### src/rtl/core/stma_pkg.sv
// ----------------------------------------------------------------------------
// stma_pkg
// Shared widths and constants for the segment throughput moving average.
// ----------------------------------------------------------------------------
`default_nettype none

package stma_pkg;

    localparam int MAX_WINDOW = 8;
    localparam int SLOT_W     = $clog2(MAX_WINDOW);
    localparam int CNT_W      = $clog2(MAX_WINDOW + 1);
    localparam int WIN_W      = 4;

    localparam int BYTES_W = 28;
    localparam int TIME_W  = 48;
    localparam int RATE_W  = 40;
    localparam int CASE_W  = 2;

    // bits-per-byte times microseconds-per-second
    localparam int SCALE_W = 23;
    localparam logic [SCALE_W-1:0] RATE_SCALE = SCALE_W'(8000000);

    localparam int NUM_W  = BYTES_W + SCALE_W;        // rate numerator, 51 bits
    localparam int DEN_W  = TIME_W;
    localparam int REM_W  = DEN_W + 1;
    localparam int SUM_W  = RATE_W + SLOT_W;          // sum of up to MAX_WINDOW rates
    localparam int STEP_W = $clog2(NUM_W + 1);

    localparam logic [RATE_W-1:0] RATE_MAX  = {RATE_W{1'b1}};
    localparam logic [WIN_W-1:0]  WIN_RESET = WIN_W'(5);

    localparam logic [CASE_W-1:0] CASE_NONE    = 2'd0;
    localparam logic [CASE_W-1:0] CASE_PARTIAL = 2'd1;
    localparam logic [CASE_W-1:0] CASE_FULL    = 2'd2;

endpackage

`default_nettype wire

### src/rtl/core/segment_throughput_moving_average.sv
// ----------------------------------------------------------------------------
// segment_throughput_moving_average
// Segment rate from bytes and duration, pushed into a history ring; the
// estimate is the truncated mean of up to window_len most recent rates.
// ----------------------------------------------------------------------------
//
//  channel   direction  handshake              payload
//  -------   ---------  ---------------------  ---------------------------------
//  in        sink       in_valid / in_ready    has_sample, segment_bytes,
//                                              start_time_us, end_time_us
//  out       source     out_valid / out_ready  estimate_bps, decision_case,
//                                              rate_saturated
//  cfg       sink       cfg_we                 cfg_data (window_len)
//
//  a request without a sample goes straight to ST_DONE; a sample runs ST_MUL
//  and ST_DIV_RATE (skipped when end is at or before start), ST_STORE, an
//  ST_SUM_RD/ST_SUM_ADD pair per rate averaged, then ST_DIV_MEAN. One shared restoring
//  divider retires one quotient bit per cycle, 51 steps for the rate and 43 for the mean.
//  in_ready is high only between items; the output register lets a new word
//  in while the previous result waits on out_ready.
//  rst_n clears control state and sets window_len to 5; the ring needs no clear.
// ----------------------------------------------------------------------------
`default_nettype none

module segment_throughput_moving_average
    import stma_pkg::*;
(
    input  wire logic                 clk,
    input  wire logic                 rst_n,

    input  wire logic                 cfg_we,
    input  wire logic [WIN_W-1:0]     cfg_data,

    input  wire logic                 in_valid,
    output      logic                 in_ready,
    input  wire logic                 has_sample,
    input  wire logic [BYTES_W-1:0]   segment_bytes,
    input  wire logic [TIME_W-1:0]    start_time_us,
    input  wire logic [TIME_W-1:0]    end_time_us,

    output      logic                 out_valid,
    input  wire logic                 out_ready,
    output      logic [RATE_W-1:0]    estimate_bps,
    output      logic [CASE_W-1:0]    decision_case,
    output      logic                 rate_saturated
);

    typedef enum logic [2:0] {
        ST_IDLE,
        ST_MUL,
        ST_DIV_RATE,
        ST_STORE,
        ST_SUM_RD,
        ST_SUM_ADD,
        ST_DIV_MEAN,
        ST_DONE
    } state_t;

    state_t               state_reg,   state_next;
    logic [WIN_W-1:0]     win_reg,     win_next;
    logic [SLOT_W-1:0]    slot_reg,    slot_next;
    logic [CNT_W-1:0]     held_reg,    held_next;
    logic [BYTES_W-1:0]   bytes_reg,   bytes_next;
    logic [DEN_W-1:0]     den_reg,     den_next;
    logic [NUM_W-1:0]     num_reg,     num_next;
    logic [REM_W-1:0]     rem_reg,     rem_next;
    logic [STEP_W-1:0]    step_reg,    step_next;
    logic [RATE_W-1:0]    rate_reg,    rate_next;
    logic                 sat_reg,     sat_next;
    logic [CASE_W-1:0]    case_reg,    case_next;
    logic [CNT_W-1:0]     n_reg,       n_next;
    logic [CNT_W-1:0]     left_reg,    left_next;
    logic [SLOT_W-1:0]    rd_slot_reg, rd_slot_next;
    logic [SUM_W-1:0]     sum_reg,     sum_next;
    logic [RATE_W-1:0]    est_reg,     est_next;
    logic                 out_valid_reg, out_valid_next;
    logic [RATE_W-1:0]    out_est_reg,   out_est_next;
    logic [CASE_W-1:0]    out_case_reg,  out_case_next;
    logic                 out_sat_reg,   out_sat_next;

    logic [RATE_W-1:0]    hist [MAX_WINDOW];
    logic [RATE_W-1:0]    rd_data_reg;
    logic                 hist_we;

    logic [TIME_W:0]      dur_diff;
    logic [NUM_W-1:0]     product;
    logic [REM_W-1:0]     rem_shift;
    logic                 q_bit;
    logic [REM_W-1:0]     rem_step;
    logic [NUM_W-1:0]     num_step;
    logic [CNT_W-1:0]     win_eff;
    logic [CNT_W-1:0]     held_inc;
    logic [SUM_W-1:0]     sum_add;

    assign in_ready       = (state_reg == ST_IDLE);
    assign out_valid      = out_valid_reg;
    assign estimate_bps   = out_est_reg;
    assign decision_case  = out_case_reg;
    assign rate_saturated = out_sat_reg;

    // borrow or zero means end at or before start
    assign dur_diff = {1'b0, end_time_us} - {1'b0, start_time_us};
    assign product  = NUM_W'(bytes_reg) * NUM_W'(RATE_SCALE);

    // one restoring divide step
    assign rem_shift = {rem_reg[REM_W-2:0], num_reg[NUM_W-1]};
    assign q_bit     = (rem_shift >= {1'b0, den_reg});
    assign rem_step  = q_bit ? (rem_shift - {1'b0, den_reg}) : rem_shift;
    assign num_step  = {num_reg[NUM_W-2:0], q_bit};

    always_comb
    begin
        if (win_reg == '0)
            win_eff = CNT_W'(1);
        else if (CNT_W'(win_reg) > CNT_W'(MAX_WINDOW))
            win_eff = CNT_W'(MAX_WINDOW);
        else
            win_eff = CNT_W'(win_reg);
    end

    assign held_inc = (held_reg < CNT_W'(MAX_WINDOW)) ? (held_reg + 1'b1) : held_reg;
    assign sum_add  = sum_reg + SUM_W'(rd_data_reg);

    always_comb
    begin
        state_next     = state_reg;
        win_next       = cfg_we ? cfg_data : win_reg;
        slot_next      = slot_reg;
        held_next      = held_reg;
        bytes_next     = bytes_reg;
        den_next       = den_reg;
        num_next       = num_reg;
        rem_next       = rem_reg;
        step_next      = step_reg;
        rate_next      = rate_reg;
        sat_next       = sat_reg;
        case_next      = case_reg;
        n_next         = n_reg;
        left_next      = left_reg;
        rd_slot_next   = rd_slot_reg;
        sum_next       = sum_reg;
        est_next       = est_reg;
        out_valid_next = out_valid_reg && !out_ready;
        out_est_next   = out_est_reg;
        out_case_next  = out_case_reg;
        out_sat_next   = out_sat_reg;
        hist_we        = 1'b0;

        case (state_reg)
            ST_IDLE:
            begin
                if (in_valid)
                begin
                    bytes_next = segment_bytes;
                    den_next   = dur_diff[TIME_W-1:0];
                    if (!has_sample)
                    begin
                        est_next   = '0;
                        case_next  = CASE_NONE;
                        sat_next   = 1'b0;
                        state_next = ST_DONE;
                    end
                    else if (dur_diff[TIME_W] || (dur_diff[TIME_W-1:0] == '0))
                    begin
                        rate_next  = RATE_MAX;
                        sat_next   = 1'b1;
                        state_next = ST_STORE;
                    end
                    else
                    begin
                        sat_next   = 1'b0;
                        state_next = ST_MUL;
                    end
                end
            end

            ST_MUL:
            begin
                num_next   = product;
                rem_next   = '0;
                step_next  = STEP_W'(NUM_W);
                state_next = ST_DIV_RATE;
            end

            ST_DIV_RATE:
            begin
                num_next  = num_step;
                rem_next  = rem_step;
                step_next = step_reg - 1'b1;
                if (step_reg == STEP_W'(1))
                begin
                    if (num_step[NUM_W-1:RATE_W] != '0)
                    begin
                        rate_next = RATE_MAX;
                        sat_next  = 1'b1;
                    end
                    else
                    begin
                        rate_next = num_step[RATE_W-1:0];
                    end
                    state_next = ST_STORE;
                end
            end

            ST_STORE:
            begin
                hist_we      = 1'b1;
                slot_next    = (slot_reg == SLOT_W'(MAX_WINDOW - 1)) ? '0
                                                                     : slot_reg + 1'b1;
                held_next    = held_inc;
                if (held_inc < win_eff)
                begin
                    n_next    = held_inc;
                    left_next = held_inc;
                    case_next = CASE_PARTIAL;
                end
                else
                begin
                    n_next    = win_eff;
                    left_next = win_eff;
                    case_next = CASE_FULL;
                end
                rd_slot_next = slot_reg;
                sum_next     = '0;
                state_next   = ST_SUM_RD;
            end

            ST_SUM_RD:
            begin
                state_next = ST_SUM_ADD;
            end

            ST_SUM_ADD:
            begin
                sum_next     = sum_add;
                left_next    = left_reg - 1'b1;
                rd_slot_next = (rd_slot_reg == '0) ? SLOT_W'(MAX_WINDOW - 1)
                                                   : rd_slot_reg - 1'b1;
                if (left_reg == CNT_W'(1))
                begin
                    // sum sits in the top of the dividend, low bits shift out as zero
                    num_next   = {sum_add, {(NUM_W - SUM_W){1'b0}}};
                    rem_next   = '0;
                    den_next   = DEN_W'(n_reg);
                    step_next  = STEP_W'(SUM_W);
                    state_next = ST_DIV_MEAN;
                end
                else
                begin
                    state_next = ST_SUM_RD;
                end
            end

            ST_DIV_MEAN:
            begin
                num_next  = num_step;
                rem_next  = rem_step;
                step_next = step_reg - 1'b1;
                if (step_reg == STEP_W'(1))
                begin
                    est_next   = num_step[RATE_W-1:0];
                    state_next = ST_DONE;
                end
            end

            ST_DONE:
            begin
                if (!out_valid_reg || out_ready)
                begin
                    out_valid_next = 1'b1;
                    out_est_next   = est_reg;
                    out_case_next  = case_reg;
                    out_sat_next   = sat_reg;
                    state_next     = ST_IDLE;
                end
            end

            default:
            begin
                state_next = ST_IDLE;
            end
        endcase
    end

    always_ff @(posedge clk or negedge rst_n)
    begin
        if (!rst_n)
        begin
            state_reg     <= ST_IDLE;
            win_reg       <= WIN_RESET;
            slot_reg      <= '0;
            held_reg      <= '0;
            out_valid_reg <= 1'b0;
        end
        else
        begin
            state_reg     <= state_next;
            win_reg       <= win_next;
            slot_reg      <= slot_next;
            held_reg      <= held_next;
            out_valid_reg <= out_valid_next;
        end
    end

    always_ff @(posedge clk)
    begin
        bytes_reg    <= bytes_next;
        den_reg      <= den_next;
        num_reg      <= num_next;
        rem_reg      <= rem_next;
        step_reg     <= step_next;
        rate_reg     <= rate_next;
        sat_reg      <= sat_next;
        case_reg     <= case_next;
        n_reg        <= n_next;
        left_reg     <= left_next;
        rd_slot_reg  <= rd_slot_next;
        sum_reg      <= sum_next;
        est_reg      <= est_next;
        out_est_reg  <= out_est_next;
        out_case_reg <= out_case_next;
        out_sat_reg  <= out_sat_next;
    end

    // history ring
    always_ff @(posedge clk)
    begin
        if (hist_we)
            hist[slot_reg] <= rate_reg;
        rd_data_reg <= hist[rd_slot_reg];
    end

endmodule

`default_nettype wire
### config.mk
export PLATFORM = sky130hd
export DESIGN_NAME = segment_throughput_moving_average
export DESIGN_NICKNAME = d
export VERILOG_FILES = /design/src/rtl/core/stma_pkg.sv /design/src/rtl/core/segment_throughput_moving_average.sv
export SDC_FILE = /design/constraint.sdc
export NUM_CORES = 1
export LEC_CHECK = 0
export BUFFER_PORTS_ARGS = -buffer_cell sky130_fd_sc_hd__buf_2
export CORE_UTILIZATION = 50
export CTS_BUF_LIST = sky130_fd_sc_hd__clkbuf_8
export CTS_CLUSTER_SIZE = 25
export DETAILED_ROUTE_END_ITERATION = 10
export GPL_TIMING_DRIVEN = 0
export PLACE_DENSITY = 0.67
export SETUP_SLACK_MARGIN = 0.1
export SKIP_CTS_REPAIR_TIMING = 1
export SYNTH_ARGS = -nofsm -noshare
export SYNTH_HDL_FRONTEND = slang
export SYNTH_SLANG_ARGS = --single-unit
### constraint.sdc
create_clock -name clk -period 12.25 [get_ports clk]
set_input_delay 2.45 -clock clk [delete_from_list [all_inputs] [get_ports clk]]
set_output_delay 2.45 -clock clk [all_outputs]
set_load 0.05 [all_outputs]
Yosys cells after proc, flatten, opt, wreduce, memory -nomap -nowiden. Memories as Yosys holds them, arrays and structs flattened. A register that Yosys moved wholly into a read port is not among the register bits. Cells that the tools add are included.

Logic and storage cells: 132. Input port bits: 134. Bits in writable memories: 320. Memories kept: 1. Flip-flop bits (word level): 376. Output and inout port bits: 45.

Multiply operators: 1. Add/subtract/negate cells: 8. Magnitude comparators: 4. Reduce and logical (&&, ||, !) cells: 26. Equal/unequal tests: 19. Multiplexer cells: 52.

Memory list: hist (depth 8, bits a word 40, read ports 1, clocked after Yosys merged registers in 1, wr ports 1, line segment_throughput_moving_average.sv:81) `logic [RATE_W-1:0] hist [MAX_WINDOW];`.

Operator list (count): $mux 40 (8); $mux 48 (4); $pmux 40 s2 (2); $pmux 51 s3 (1); $pmux 48 s3 (1); $pmux 48 s2 (1); $pmux 43 s2 (1); $mux 51 (1); $ge 49x48->1 (1); $sub 48x48->49 (1); $logic_not 48->1 (1); $sub 48x48->48 (1); $add 43x40->43 (1); $mul 28x14->42 const B (1); $pmux 3 s8 (1); $mux 3 (7); $pmux 6 s3 (1); $mux 4 (4); $eq 3x3->1 const B (5); $ne 2x2->1 const B (7); $reduce_and 4->1 (3); $reduce_bool 11->1 (1); $mux 1 (10); $mux 2 (5); 29 further kinds (41).

Longest topological paths before layout.
Word-level depth: 7. Mapped depth: 23. Gate-level depth less buffers: 22.

Least setup slack after synthesis. Ideal clock, no wire load.

Kind: in2reg. Start: in end_time_us[0]. End: reg rate_reg[0] (enable). Data arrival time: 6.145 ns. Buffers on the path: 0. Stages on the path: 14. Data required time: 11.846 ns. Setup time: 0.404 ns. Setup slack: 5.702 ns. Cell sequence: inv_1 ha_1 fa_1 nor2b_1 o2111ai_2 a21o_1 o21a_1 xnor2_1 or4_1 nor4_2 nand4_1 nand3b_4 nor4bb_1 nand2b_1.

Longest elaborated chain between the ends: 5.

Ends and longest elaborated chain: start, declared (line segment_throughput_moving_average.sv:39) `input wire logic [TIME_W-1:0] end_time_us,`; $sub 48x48->49 * (line segment_throughput_moving_average.sv:102) `assign dur_diff = {1'b0, end_time_us} - {1'b0, start_time_us};`; $logic_not 48->1 (line segment_throughput_moving_average.sv:163) `else if (dur_diff[TIME_W] || (dur_diff[TIME_W-1:0] == '0))`; $logic_or 1x1->1 * (line segment_throughput_moving_average.sv:163); $ne 2x1->1 (no source line) *; $reduce_and 5->1 (no source line) *; end signal, assigned (line segment_throughput_moving_average.sv:312) `rate_reg <= rate_next;`; end, declared (line segment_throughput_moving_average.sv:68) `logic [RATE_W-1:0] rate_reg, rate_next;`.

Every way passes the cells marked *; elsewhere a longest branch is shown, timed or not. A chain may end at the register's enable or synchronous reset.

Worst setup path after layout.
Start: reg bytes_reg[4]. End: reg num_reg[50], data pin.

Longest elaborated chain between the ends: 2.

Ends and longest elaborated chain: start, declared (line segment_throughput_moving_average.sv:63) `logic [BYTES_W-1:0] bytes_reg, bytes_next;`; start signal, assigned (line segment_throughput_moving_average.sv:307) `bytes_reg <= bytes_next;`; $mul 28x14->42 (line segment_throughput_moving_average.sv:103) `assign product = NUM_W'(bytes_reg) * NUM_W'(RATE_SCALE);`; $pmux 51 s3 (line segment_throughput_moving_average.sv:149) `case (state_reg)`; via num_next[50] (line segment_throughput_moving_average.sv:65) `logic [NUM_W-1:0] num_reg, num_next;`; end signal, assigned (line segment_throughput_moving_average.sv:309) `num_reg <= num_next;`; end, declared (line segment_throughput_moving_average.sv:65).

The timed path passes the listed nets, and every way through them passes these cells.

==> out/qor.csv <==
stage,metric,value,unit
status,status,completed,
synthesis,synth-edff-count,681,
global_route,grt_pass1_vias,27410,
synthesis,synth.most_common_cell,edfxtp_1,
synthesis,ys_async_sr_fraction,0.02038,
finish,syn_to_final_growth,12.81,%
detailed_routing,post_drt_wl_per_cell,20.94,microns
timing,slew_headroom,0.2247,
floorplanning,ios,179,
finish,largest_reg_flops,320,
synthesis,synth_ff_type,edfxtp_1,
detailed_routing,drtPass1Iterations,5,
timing,finalHoldViolCount,0,
timing,rsz0062_at_grt,no,
global_route,grt_pass1_wl,157400,microns
detailed_routing,vias_per_cell,5.730,
synthesis,synth_seq_cells,736,
worst_setup_path,required,12.75,ns
clocking,clk_pin_slew,0.06,ns
detailed_routing,drc_errors,0,
detailed_routing,initialDrtViolationCount,2348,
floorplanning,die_y,291.7,microns
synthesis,syn_inst,3381,
finish,fin_nets,4255,
synthesis,syn_nets,3923,
timing,finalSetupViolCount,0,
synthesis,synthTopCellsByCount,"edfxtp_1 (681), inv_1 (314), ha_1 (290), nor2_1 (222), a21oi_1 (195)",
floorplanning,die_w,291.7,microns
timing,min_period,6.836,ns
timing,slew_viol_final,0,
job,drv_cap,0,
worst_setup_path,crit_start,bytes_reg[4],
clocking,clkLatencyLatePin,0.79,ns
timing,skew,0.08488,ns
synthesis,synth_top_area_frac,0.4873,
global_route,antenna_found_initial,7,
worst_setup_path,reg2reg_from,bytes_reg[4],
worst_hold_path,worstHoldStart,est_reg[18],
detailed_routing,via_count,28010,
floorplanning,start_util,0.5087,
synthesis,synth.avg_cell_area,12.41,sq um
worst_setup_path,worstPathMaxFanout,7,
clocking,cts_buffers,117,
worst_setup_path,worst_setup_path_start_kind,flop,
worst_setup_path,setup.worst_path.end_class,flop,
detailed_routing,ant_nets,0,
timing,max_freq,146.3,MHz
worst_setup_path,crit_type,flop to flop,
global_route,gr-total-overflow,0,
placement,hpwl,77380,microns
floorplanning,core-area,82500,sq um
worst_setup_path,cp_data_arrival_time,7.33,ns
finish,drive_gt1_frac,0.1645,
synthesis,ys_types,95,
clocking,cts_tree,built,
floorplanning,rows,105,
timing,worst_pin_slew,1.163,ns
timing,fin_crit_sh,0.5580,
placement,place_congestion,0.9102,
detailed_routing,wirelength,102400,microns
global_route,grt_use_total,0.2409,
timing,tns,0,ns
placement,port_buffers,178,
clocking,h-tree-depth,3,
floorplanning,die-area,85100,sq um
worst_hold_path,hp-class,flop to flop,
global_route,grt_max_degree,58,
synthesis,synth_area,41970,sq um
clocking,clockBufferDepth,3,
synthesis,yosys_warnings,0,
clocking,cts_num_sinks,736,
clocking,root_buffer,clkbuf_8,
synthesis,synth_seq_area_share,0.5154,
synthesis,synthTopCellsByArea,"edfxtp_1 (49%), ha_1 (8.6%), fa_1 (5.6%)",
synthesis,yosysTopAreaCell,edfxtp_1,
[kinds of logic (layout without fill, tap and decap cells)]
group,Yosys count,in the layout,synth area share
AOI/OAI and AO/OA,711,711,0.1130
xor gates and xnor gates,142,142,0.02963
adders and majority gates,408,408,0.1427
buffers and inverters,435,871,0.03953
DFF,736,736,0.5154
muxes,171,171,0.06601
other,0,1,0
and+or+nand+nor,778,778,0.09376
[final timing paths]
kind	cells past startpoint	endpoint	slack (ns)
min in group asynchronous	1	win_reg[3]	1.61
max	20	num_reg[50]	5.41
min	0	estimate_bps[18]	0.38
max reg2reg	20	num_reg[50]	5.41
max in group asynchronous	1	state_reg[1]	10.31
min reg2reg	0	estimate_bps[18]	0.38
[metrics by stage]
stage | hold WS, ns | worst slack [ns] | util | instance area [sq um] | std cells
2_1_floorplan | 0.4003 | 5.702 | - | 41970 | 3381
3_3_place_gp | 0.4015 | 2.370 | 0.5357 | 44200 | 4629
3_5_place_dp | 0.4045 | 4.967 | 0.5423 | 44740 | 4664
4_1_cts | 0.3932 | 5.379 | 0.5738 | 47340 | 4887
5_1_grt | 0.3980 | 4.961 | 0.5738 | 47340 | 4888
6_report | 0.3812 | 5.414 | 0.5738 | 47340 | 4888
[area by class of cell]
cell class / count / area, sq um
fillers: 6814 / 35160
flip-flops and latches: 736 / 21630
multi-input cells: 2210 / 18770
clock buffers: 145 / 1996
repair buffers: 213 / 1349
well taps: 1070 / 1339
inverters: 314 / 1179
clock inverters: 78 / 601.8
plain buffers: 121 / 480.5
diodes: 1 / 2.502
[worst max-delay path, cell delays in order (launching register included)]
cell and delay [ns]:
edfxtp_1 0.49, inv_1 0.17, fa_1 0.56, inv_1 0.06, fa_1 0.50, fa_1 0.58
fa_1 0.43, ha_1 0.30, inv_1 0.06, fa_1 0.50, inv_1 0.04, ha_1 0.41
and4_1 0.29, nand4_1 0.18, o31ai_1 0.51, a31oi_1 0.28, o211ai_1 0.27, nand4_1 0.14
a21boi_0 0.23, nor2_1 0.08, or4_1 0.50
[cells in the final DEF, fill, tap and decap left out, drive strengths merged, types with 40 or more instances in the layout]
| cell | netlist | routed |
|---|---|---|
| edfxtp | 681 | 681 |
| inv | 314 | 359 |
| ha | 290 | 290 |
| buf | 31 | 244 |
| clkbuf | 90 | 235 |
| nor2 | 222 | 222 |
| a21oi | 200 | 200 |
| o21ai | 153 | 153 |
| nand2 | 145 | 145 |
| fa | 118 | 118 |
| xnor2 | 89 | 89 |
| a21o | 85 | 85 |
| mux4 | 80 | 80 |
| and3 | 65 | 65 |
| nor3 | 61 | 61 |
| xor2 | 53 | 53 |
| or2 | 47 | 47 |
| mux2 | 46 | 46 |
| mux2i | 45 | 45 |
| and2 | 44 | 44 |
| dfxtp | 40 | 40 |
[layer usage]
layer / track usage / wire length [microns]
met1: 0.3460 / 45640
met2: 0.3796 / 46770
met3: 0.04125 / 7880
met4: 0.06264 / 2056
met5: 0 / 7
Power is not shown: default switching activity piles up to over one toggle a cycle in this logic, so the estimate is an artifact.
